$ cat src/assert_macros.svh
// ----------------------------------------------------------------------------
// Assertion macros
// Shared concurrent assertion shorthands. They expand to nothing when SYNTH is
// defined.
// ----------------------------------------------------------------------------
`ifndef ASSERT_MACROS_SVH
`define ASSERT_MACROS_SVH

`ifndef SYNTH

// Same-cycle implication, disabled while reset is held.
`define CHM_ASSERT_IMPLY(label, ck, rn, ante, cons, msg) \
  label: assert property (@(posedge ck) disable iff (!rn) (ante) |-> (cons)) \
    else $error(msg);

// Next-cycle implication, disabled while reset is held.
`define CHM_ASSERT_NEXT(label, ck, rn, ante, cons, msg) \
  label: assert property (@(posedge ck) disable iff (!rn) (ante) |=> (cons)) \
    else $error(msg);

`else

`define CHM_ASSERT_IMPLY(label, ck, rn, ante, cons, msg)
`define CHM_ASSERT_NEXT(label, ck, rn, ante, cons, msg)

`endif

`endif

$ cat src/chm_pkg.sv
`timescale 1ns / 1ps
// ----------------------------------------------------------------------------
// chm_pkg
// Types, constants and the cone radius thresholds shared by the cone
// heightmap unit.
// ----------------------------------------------------------------------------
package chm_pkg;

  localparam int MAX_SEEDS_DEF   = 32;
  localparam int COORD_BITS_DEF  = 10;
  localparam int HEIGHT_BITS_DEF = 4;

  localparam int COUNT_BITS = 6;
  localparam int INDEX_BITS = 5;

  localparam logic MODE_WRITE = 1'b0;
  localparam logic MODE_EVAL  = 1'b1;

  typedef enum logic [1:0] {
    ST_IDLE,
    ST_RUN,
    ST_HOLD
  } chm_state_t;

  // Controls from the sequencer to the cone pipeline.
  typedef struct packed {
    logic start;   // clears the running maximum for a new cell
    logic rd_en;   // a seed entry is read from memory this cycle
  } chm_ctrl_t;

  // Radius s is reached when 25*d >= (5*s - 2)^2.
  function automatic int unsigned cone_thresh(input int unsigned s);
    int unsigned t;
    t = 5 * s - 2;
    return t * t;
  endfunction

endpackage

$ cat src/chm_seed_mem.sv
`timescale 1ns / 1ps
// ----------------------------------------------------------------------------
// chm_seed_mem
// Seed table: one write port, one read port, registered read data.
// ----------------------------------------------------------------------------
module chm_seed_mem #(
  parameter int DEPTH = 32,
  parameter int AW    = 5,
  parameter int EW    = 24
) (
  input  logic          clk,
  input  logic          wr_en,
  input  logic [AW-1:0] wr_addr,
  input  logic [EW-1:0] wr_data,
  input  logic          rd_en,
  input  logic [AW-1:0] rd_addr,
  output logic [EW-1:0] rd_data
);

  logic [EW-1:0] mem [DEPTH];
  logic [EW-1:0] rd_data_r;

  always_ff @(posedge clk) begin
    if (wr_en) begin
      mem[wr_addr] <= wr_data;
    end
  end

  always_ff @(posedge clk) begin
    if (rd_en) begin
      rd_data_r <= mem[rd_addr];
    end
  end

  assign rd_data = rd_data_r;

endmodule

$ cat src/chm_cone_pipe.sv
`timescale 1ns / 1ps
// ----------------------------------------------------------------------------
// chm_cone_pipe
// Per-seed cone pipeline: distance, squares, 25*d, cone value, running max.
// ----------------------------------------------------------------------------
module chm_cone_pipe
  import chm_pkg::*;
#(
  parameter int C  = 10,
  parameter int H  = 4,
  parameter int EW = 24
) (
  input  logic          clk,
  input  logic          rst_n,
  input  chm_ctrl_t     ctrl,
  input  logic [EW-1:0] rd_data,
  input  logic [C-1:0]  cell_x,
  input  logic [C-1:0]  cell_y,
  output logic          busy,
  output logic [H-1:0]  best
);

  localparam int SW   = 2 * C + 1;
  localparam int DW   = 2 * C + 6;
  localparam int TW   = 2 * H + 6;
  localparam int CW   = (DW > TW) ? DW : TW;
  localparam int MAXH = (1 << H) - 1;

  logic [C-1:0]  seed_x;
  logic [C-1:0]  seed_y;
  logic [H-1:0]  seed_pk;

  logic          v1_r, v2_r, v3_r, v4_r, v5_r, v6_r;
  logic [C-1:0]  dx_r, dy_r;
  logic [H-1:0]  pk2_r, pk3_r, pk4_r, pk5_r;
  logic [2*C-1:0] sqx_r, sqy_r;
  logic [SW-1:0] dsum_r;
  logic [DW-1:0] d25_r;
  logic [H-1:0]  val_r, val_nxt;
  logic [H-1:0]  best_r;
  logic [H-1:0]  reached;

  assign seed_x  = rd_data[EW-1 -: C];
  assign seed_y  = rd_data[EW-1-C -: C];
  assign seed_pk = rd_data[H-1:0];

  always_ff @(posedge clk) begin
    if (!rst_n) begin
      v1_r <= 1'b0;
      v2_r <= 1'b0;
      v3_r <= 1'b0;
      v4_r <= 1'b0;
      v5_r <= 1'b0;
      v6_r <= 1'b0;
    end else begin
      v1_r <= ctrl.rd_en;
      v2_r <= v1_r;
      v3_r <= v2_r;
      v4_r <= v3_r;
      v5_r <= v4_r;
      v6_r <= v5_r;
    end
  end

  always_ff @(posedge clk) begin
    dx_r   <= (seed_x > cell_x) ? seed_x - cell_x : cell_x - seed_x;
    dy_r   <= (seed_y > cell_y) ? seed_y - cell_y : cell_y - seed_y;
    pk2_r  <= seed_pk;
    sqx_r  <= (2*C)'(dx_r) * (2*C)'(dx_r);
    sqy_r  <= (2*C)'(dy_r) * (2*C)'(dy_r);
    pk3_r  <= pk2_r;
    dsum_r <= SW'(sqx_r) + SW'(sqy_r);
    pk4_r  <= pk3_r;
    d25_r  <= (DW'(dsum_r) << 4) + (DW'(dsum_r) << 3) + DW'(dsum_r);
    pk5_r  <= pk4_r;
    val_r  <= val_nxt;
  end

  // Thresholds grow with s, so the last radius that passes is the rounded radius.
  always_comb begin
    reached = '0;
    for (int s = 1; s <= MAXH; s++) begin
      if ((H'(s) <= pk5_r) && (CW'(d25_r) >= CW'(cone_thresh(s)))) begin
        reached = H'(s);
      end
    end
    val_nxt = pk5_r - reached;
  end

  always_ff @(posedge clk) begin
    if (ctrl.start) begin
      best_r <= '0;
    end else if (v6_r && (val_r > best_r)) begin
      best_r <= val_r;
    end
  end

  assign busy = v1_r | v2_r | v3_r | v4_r | v5_r | v6_r;
  assign best = best_r;

endmodule

$ cat src/cone_heightmap_max_unit.sv
`timescale 1ns / 1ps
// ----------------------------------------------------------------------------
// cone_heightmap_max_unit
// Heightmap cell evaluator: the maximum height of a set of seed cones at one
// cell, with the seeds kept in an on-chip table.
// ----------------------------------------------------------------------------
// An item with in_mode low writes seed in_seed_index (x, y, peak) into the
// seed table and gives no result; an index past the table is
// dropped. An item with in_mode high evaluates the cell (in_pos_x, in_pos_y)
// against the first seed_count entries (seed_count is capped at MAX_SEEDS)
// and gives exactly one result item, the height. Each seed is read once from
// the single read port of the seed memory, one seed per cycle, and runs
// through a six-stage cone pipeline. An evaluation holds in_stall high from
// acceptance until the last seed has left the pipeline and its result is
// loaded into the output register, so a new item is taken only once the
// previous evaluation is done; a result that still waits on out_stall when
// the next one is ready keeps in_stall high longer. The output register lets
// the next item be accepted while a result still waits on out_stall. Seeds
// must be written before a cell evaluation reads them; unwritten entries
// give undefined heights.
// ----------------------------------------------------------------------------
`include "assert_macros.svh"

module cone_heightmap_max_unit
  import chm_pkg::*;
#(
  parameter int MAX_SEEDS   = MAX_SEEDS_DEF,
  parameter int COORD_BITS  = COORD_BITS_DEF,
  parameter int HEIGHT_BITS = HEIGHT_BITS_DEF
) (
  input  logic                   clk,
  input  logic                   rst_n,
  // Configuration: seed_count.
  input  logic                   cfg_wr_en,
  input  logic [COUNT_BITS-1:0]  cfg_wr_data,
  // Input items.
  input  logic                   in_valid,
  output logic                   in_stall,
  input  logic                   in_mode,
  input  logic [INDEX_BITS-1:0]  in_seed_index,
  input  logic [COORD_BITS-1:0]  in_pos_x,
  input  logic [COORD_BITS-1:0]  in_pos_y,
  input  logic [HEIGHT_BITS-1:0] in_peak,
  // Result items.
  output logic                   out_valid,
  input  logic                   out_stall,
  output logic [HEIGHT_BITS-1:0] out_height
);

  localparam int AW = (MAX_SEEDS > 1) ? $clog2(MAX_SEEDS) : 1;
  localparam int NW = $clog2(MAX_SEEDS + 1);
  localparam int EW = 2 * COORD_BITS + HEIGHT_BITS;

  chm_state_t state_r, state_nxt;
  chm_ctrl_t  ctrl;

  logic [COUNT_BITS-1:0]  seed_count_r;
  logic [NW-1:0]          n_r, n_eff;
  logic [NW-1:0]          issue_r;
  logic [COORD_BITS-1:0]  cell_x_r, cell_y_r;
  logic                   out_valid_r;
  logic [HEIGHT_BITS-1:0] out_height_r;

  logic                   in_accept;
  logic                   out_free;
  logic                   load_out;
  logic                   issue_left;
  logic                   mem_wr_en;
  logic [31:0]            idx_wide;
  logic [EW-1:0]          mem_rd_data;
  logic                   pipe_busy;
  logic [HEIGHT_BITS-1:0] pipe_best;

  assign in_accept  = in_valid && !in_stall;
  assign out_free   = !out_valid_r || !out_stall;
  assign issue_left = (issue_r < n_r);

  // The seed count saturates at the table depth.
  assign n_eff = (32'(seed_count_r) > 32'(MAX_SEEDS)) ? NW'(MAX_SEEDS)
                                                     : NW'(seed_count_r);

  assign idx_wide  = 32'(in_seed_index);
  assign mem_wr_en = in_accept && (in_mode == MODE_WRITE) &&
                     (idx_wide < 32'(MAX_SEEDS));

  // Next state.
  always_comb begin
    state_nxt = state_r;
    case (state_r)
      ST_IDLE: begin
        if (in_accept && (in_mode == MODE_EVAL)) begin
          state_nxt = ST_RUN;
        end
      end
      ST_RUN: begin
        if (!issue_left && !pipe_busy) begin
          state_nxt = out_free ? ST_IDLE : ST_HOLD;
        end
      end
      ST_HOLD: begin
        if (out_free) begin
          state_nxt = ST_IDLE;
        end
      end
      default: begin
        state_nxt = ST_IDLE;
      end
    endcase
  end

  // Sequencer outputs. Items are taken only in the idle state, which also
  // keeps seed writes apart from the reads of an evaluation.
  always_comb begin
    in_stall   = 1'b1;
    ctrl.start = 1'b0;
    ctrl.rd_en = 1'b0;
    load_out   = 1'b0;
    case (state_r)
      ST_IDLE: begin
        in_stall   = 1'b0;
        ctrl.start = in_valid && (in_mode == MODE_EVAL);
      end
      ST_RUN: begin
        ctrl.rd_en = issue_left;
        load_out   = !issue_left && !pipe_busy && out_free;
      end
      ST_HOLD: begin
        load_out = out_free;
      end
      default: begin
        in_stall = 1'b1;
      end
    endcase
  end

  always_ff @(posedge clk) begin
    if (!rst_n) begin
      state_r      <= ST_IDLE;
      seed_count_r <= '0;
      issue_r      <= '0;
      n_r          <= '0;
      out_valid_r  <= 1'b0;
    end else begin
      state_r <= state_nxt;
      if (cfg_wr_en) begin
        seed_count_r <= cfg_wr_data;
      end
      if (ctrl.start) begin
        issue_r <= '0;
        n_r     <= n_eff;
      end else if (ctrl.rd_en) begin
        issue_r <= issue_r + NW'(1);
      end
      if (load_out) begin
        out_valid_r <= 1'b1;
      end else if (out_valid_r && !out_stall) begin
        out_valid_r <= 1'b0;
      end
    end
  end

  always_ff @(posedge clk) begin
    if (ctrl.start) begin
      cell_x_r <= in_pos_x;
      cell_y_r <= in_pos_y;
    end
    if (load_out) begin
      out_height_r <= pipe_best;
    end
  end

  chm_seed_mem #(
    .DEPTH (MAX_SEEDS),
    .AW    (AW),
    .EW    (EW)
  ) u_seed_mem (
    .clk     (clk),
    .wr_en   (mem_wr_en),
    .wr_addr (idx_wide[AW-1:0]),
    .wr_data ({in_pos_x, in_pos_y, in_peak}),
    .rd_en   (ctrl.rd_en),
    .rd_addr (issue_r[AW-1:0]),
    .rd_data (mem_rd_data)
  );

  chm_cone_pipe #(
    .C  (COORD_BITS),
    .H  (HEIGHT_BITS),
    .EW (EW)
  ) u_cone_pipe (
    .clk     (clk),
    .rst_n   (rst_n),
    .ctrl    (ctrl),
    .rd_data (mem_rd_data),
    .cell_x  (cell_x_r),
    .cell_y  (cell_y_r),
    .busy    (pipe_busy),
    .best    (pipe_best)
  );

  assign out_valid  = out_valid_r;
  assign out_height = out_height_r;

  // Seeds are only in flight during an evaluation.
  `CHM_ASSERT_IMPLY(a_busy_in_run, clk, rst_n, pipe_busy, state_r == ST_RUN, "pipeline busy outside run")

  // The read pointer never runs past the saturated seed count.
  `CHM_ASSERT_IMPLY(a_issue_bound, clk, rst_n, state_r == ST_RUN, issue_r <= n_r, "seed read past count")

  // An accepted cell request starts an evaluation.
  `CHM_ASSERT_NEXT(a_eval_starts, clk, rst_n, in_accept && (in_mode == MODE_EVAL), state_r == ST_RUN, "evaluation did not start")

  // A finished result only waits while the output register is still full.
  `CHM_ASSERT_IMPLY(a_hold_full, clk, rst_n, state_r == ST_HOLD, out_valid_r, "hold without pending result")

endmodule

$ cat config.mk
export PLATFORM = sky130hd
export DESIGN_NAME = cone_heightmap_max_unit
export DESIGN_NICKNAME = d
export VERILOG_FILES = /design/src/chm_pkg.sv /design/src/chm_seed_mem.sv /design/src/chm_cone_pipe.sv /design/src/cone_heightmap_max_unit.sv
export VERILOG_INCLUDE_DIRS = /design/src /design/src/src
export SDC_FILE = /design/constraint.sdc
export NUM_CORES = 2
export LEC_CHECK = 0
export BUFFER_PORTS_ARGS = -buffer_cell sky130_fd_sc_hd__clkbuf_2
export CAP_MARGIN = 40
export CORE_MARGIN = 10
export CORE_UTILIZATION = 40
export CTS_BUF_LIST = sky130_fd_sc_hd__clkbuf_8
export CTS_CLUSTER_SIZE = 30
export DETAILED_ROUTE_END_ITERATION = 7
export GPL_TIMING_DRIVEN = 1
export SKIP_CTS_REPAIR_TIMING = 1
export SYNTH_ARGS = -nofsm -noshare
export SYNTH_HDL_FRONTEND = slang
export SYNTH_SLANG_ARGS = --single-unit
$ cat constraint.sdc
create_clock -name clk -period 13.3 [get_ports clk]
set_input_delay 1.33 -clock clk [delete_from_list [all_inputs] [get_ports clk]]
set_output_delay 1.33 -clock clk [all_outputs]
set_load 0.005 [all_outputs]
==> flow_summary_export.csv <==
group,metric,value,unit
floorplan,die_width,353.0,um
global_route,grt_pass1_wl,158700,um
cts,cts_max_path_buffers,3,
routing,finalWirelength,104800,um
floorplan,fp.dieH,353.0,um
timing,rsz0062_at_grt,"no",
timing,maxSlewHeadroom,39.48,%
floorplan,core_area,110400,um^2
global_route,antenna_found_initial,10,
routing,antenna_left,0,
cts,numCtsBuffers,155,
synthesis,synthesis.yosys.warnings,0,
cts,cts_max_level,4,
setup_path,crit_path_end_kind,"register",
routing,dr.pass1.iters,5,
setup_path,crit_fanout,15,
synthesis,async_reset_ff_share,0,%
place,dpl_worst_slack,8.047,ns
timing,tightest_slew,0.9078,ns
place,dp_hpwl,65230,um
floorplan,rows,122,
final_layout,final_common_cell,"edfxtp_1",
pwr,power_density,206.8,nW/um^2
timing,finalHoldViolCount,0,
timing,fin_crit,5.242,ns
flow_run,drv_cap,0,
routing,post-route-drc-count,0,
setup_path,required,13.95,ns
final_layout,mostFrequentLayoutCells,"edfxtp_1 (816), inv_1 (262), mux4_2 (240)",
global_route,grt_max_degree,102,
synthesis,ys_types,73,
outcome,status,"finished clean",
timing,max_freq,190.8,MHz
setup_path,start_kind,"register",
cts,cts_root_buffer,"clkbuf_8",
timing,finalSetupViolCount,0,
timing,slew_viol_final,0,
timing,finalSetupTns,0,ns
synthesis,synth_seq_cells,972,
floorplan,num_io_pins,47,
global_route,first_global_vias,25200,
setup_path,rrSetupSlack,8.06,ns
timing,fin_skew,0.05872,ns
pwr,p_leak,17.69,nW
timing,final.setup.worst_slack,8.058,ns
global_route,overflow,0,
place,io_buffers,46,
timing,fin_crit_sh,39.41,%
hold_path,min_path_type,"register to register",
setup_path,critical_path_arrival,5.89,ns
synthesis,synthCells,2669,
routing,wire_per_inst,23.61,um
floorplan,die_area,124600,um^2
setup_path,crit_type,"register to register",
global_route,track_usage,16.72,%
synthesis,synth-edff-count,816,
routing,vias_per_cell,5.392,
final_layout,nets,3177,
synthesis,synth.net_count,3020,
synthesis,synth_ff_type,"edfxtp_1",
synthesis,synth.avg_cell_area,16.62,um^2
routing,num_vias,23940,
synthesis,netlist_area,44360,um^2
floorplan,start_util,40.19,%
routing,drtIter0Drc,2205,
cts,cts.sinks,972,
final_layout,drive_above_1_share,21.02,%
cts,clk_pin_slew,0.06,ns
cts,insertion_delay,0.81,ns
pwr,ir_drop,0.2058,mV
place,gp_congestion,0.8111,
synthesis,synth_seq_area_share,62.28,%
final_layout,area_growth_syn_to_layout,12.13,%
cts,cts_tree,"done",
routing by layer:
layer | GRT usage, % | up-vias | routed length (um)
met5 | 0 | - | 89
met4 | 4.220 | 14 | 1828
met3 | 3.492 | 170 | 7019
met2 | 27.11 | 733 | 50540
met1 | 22.91 | 12500 | 45320
li1 | - | 10520 | -
cells by family after synthesis:
family | share of synthesized area, %
compound gates | 4.178
xor+xnor | 1.856
fa+ha+maj | 10.69
buf+inv | 2.623
flops | 62.28
mux | 13.58
simple gates | 4.787
final timing paths:
kind	from	end	depth (start not counted)
min reg2reg	u_cone_pipe.pk3_r[1]$_DFF_P_	u_cone_pipe.pk4_r[1]$_DFF_P_	0
max reg2reg	u_cone_pipe.dx_r[0]$_DFF_P_	u_cone_pipe.sqx_r[19]$_DFF_P_	15
min	u_cone_pipe.pk3_r[1]$_DFF_P_	u_cone_pipe.pk4_r[1]$_DFF_P_	0
max	u_cone_pipe.dx_r[0]$_DFF_P_	u_cone_pipe.sqx_r[19]$_DFF_P_	15
cell usage after synthesis (5+ instances only):
| cell type | instances | share of area (%) |
|---|---|---|
| mux4_2 | 240 | 12 |
| nor2b_1 | 19 | 0.27 |
| o21a_1 | 15 | 0.25 |
| a21o_1 | 35 | 0.59 |
| nand4_1 | 11 | 0.16 |
| xnor2_1 | 70 | 1.4 |
| o211ai_1 | 5 | 0.085 |
| clkbuf_1 | 68 | 0.58 |
| o21bai_1 | 10 | 0.17 |
| fa_1 | 115 | 5.2 |
| or4_1 | 5 | 0.085 |
| nand3b_1 | 11 | 0.19 |
| nor2_1 | 105 | 0.89 |
| dfxtp_1 | 156 | 7.0 |
| and3_1 | 16 | 0.23 |
| buf_1 | 7 | 0.059 |
| mux2i_1 | 26 | 0.59 |
| or3_1 | 7 | 0.099 |
| and2_1 | 74 | 1.0 |
| edfxtp_1 | 816 | 55 |
| o311ai_0 | 6 | 0.12 |
| buf_2 | 15 | 0.17 |
| nand2_1 | 85 | 0.72 |
| nor4_1 | 8 | 0.11 |
| nand3_1 | 21 | 0.24 |
| o21ai_0 | 39 | 0.44 |
| nand2b_1 | 16 | 0.23 |
| a31o_2 | 7 | 0.14 |
| or2_2 | 5 | 0.071 |
| a21oi_1 | 90 | 1.0 |
| a211oi_1 | 13 | 0.22 |
| nor3_1 | 23 | 0.26 |
| ha_1 | 195 | 5.5 |
| a2111oi_0 | 5 | 0.099 |
| inv_1 | 206 | 1.7 |
| a21boi_0 | 5 | 0.085 |
| xor2_1 | 24 | 0.47 |
| o31ai_1 | 8 | 0.14 |
| mux2_2 | 32 | 0.81 |
power breakdown:
group,switching (mW),internal (mW)
combinational,2.32,1.85
sequential,0.153,3.53
clock,1.19,1.24
metrics by stage:
stage	area [um^2]	total power [mW]	utilization, %	cells	hold slack, ns
final	49740	10.29	45.07	4439	0.3248
after global routing	49740	11.08	45.07	4439	0.3291
after CTS	49720	10.40	45.05	4437	0.3272
after detailed placement	46760	7.916	42.37	4156	0.3121
after global placement	46660	7.830	42.28	4152	0.3131
after floorplan	44360	6.956	-	2669	0.3096
critical path: stages (launching register included):
cell	delay [ns]
dfxtp_1	0.41
and2_1	0.25
fa_1	0.55
inv_1	0.06
fa_1	0.53
inv_1	0.05
fa_1	0.50
fa_1	0.58
fa_1	0.44
ha_1	0.37
nor2_1	0.07
a2111oi_0	0.72
or3_1	0.24
a31o_2	0.15
a21oi_1	0.07
xor2_1	0.14
state kept, by name, summed over array words and instances, names as in the netlist, 6 cells and up:
| name | cells |
|---|---|
| u_cone_pipe.dsum_r | 21 |
| u_cone_pipe.dy_r | 10 |
| issue_r | 6 |
| u_cone_pipe.sqx_r | 19 |
| cell_y_r | 10 |
| u_cone_pipe.dx_r | 10 |
| u_cone_pipe.sqy_r | 19 |
| u_cone_pipe.d25_r | 26 |
| u_seed_mem.rd_data | 24 |
| u_seed_mem.mem | 768 |
| n_r | 6 |
| cell_x_r | 10 |
| seed_count_r | 6 |
cell type report:
type,instances,area (um^2)
Multi-Input combinational cell,1397,15820
Timing Repair Buffer,94,683.2
Tap cell,1488,1862
Antenna cell,1,2.502
Clock inverter,117,698.2
Clock buffer,164,2257
Sequential cell,972,27640
Fill cell,9546,60630
Inverter,206,773.2
No activity file was read; power rests on OpenSTA's default activity.
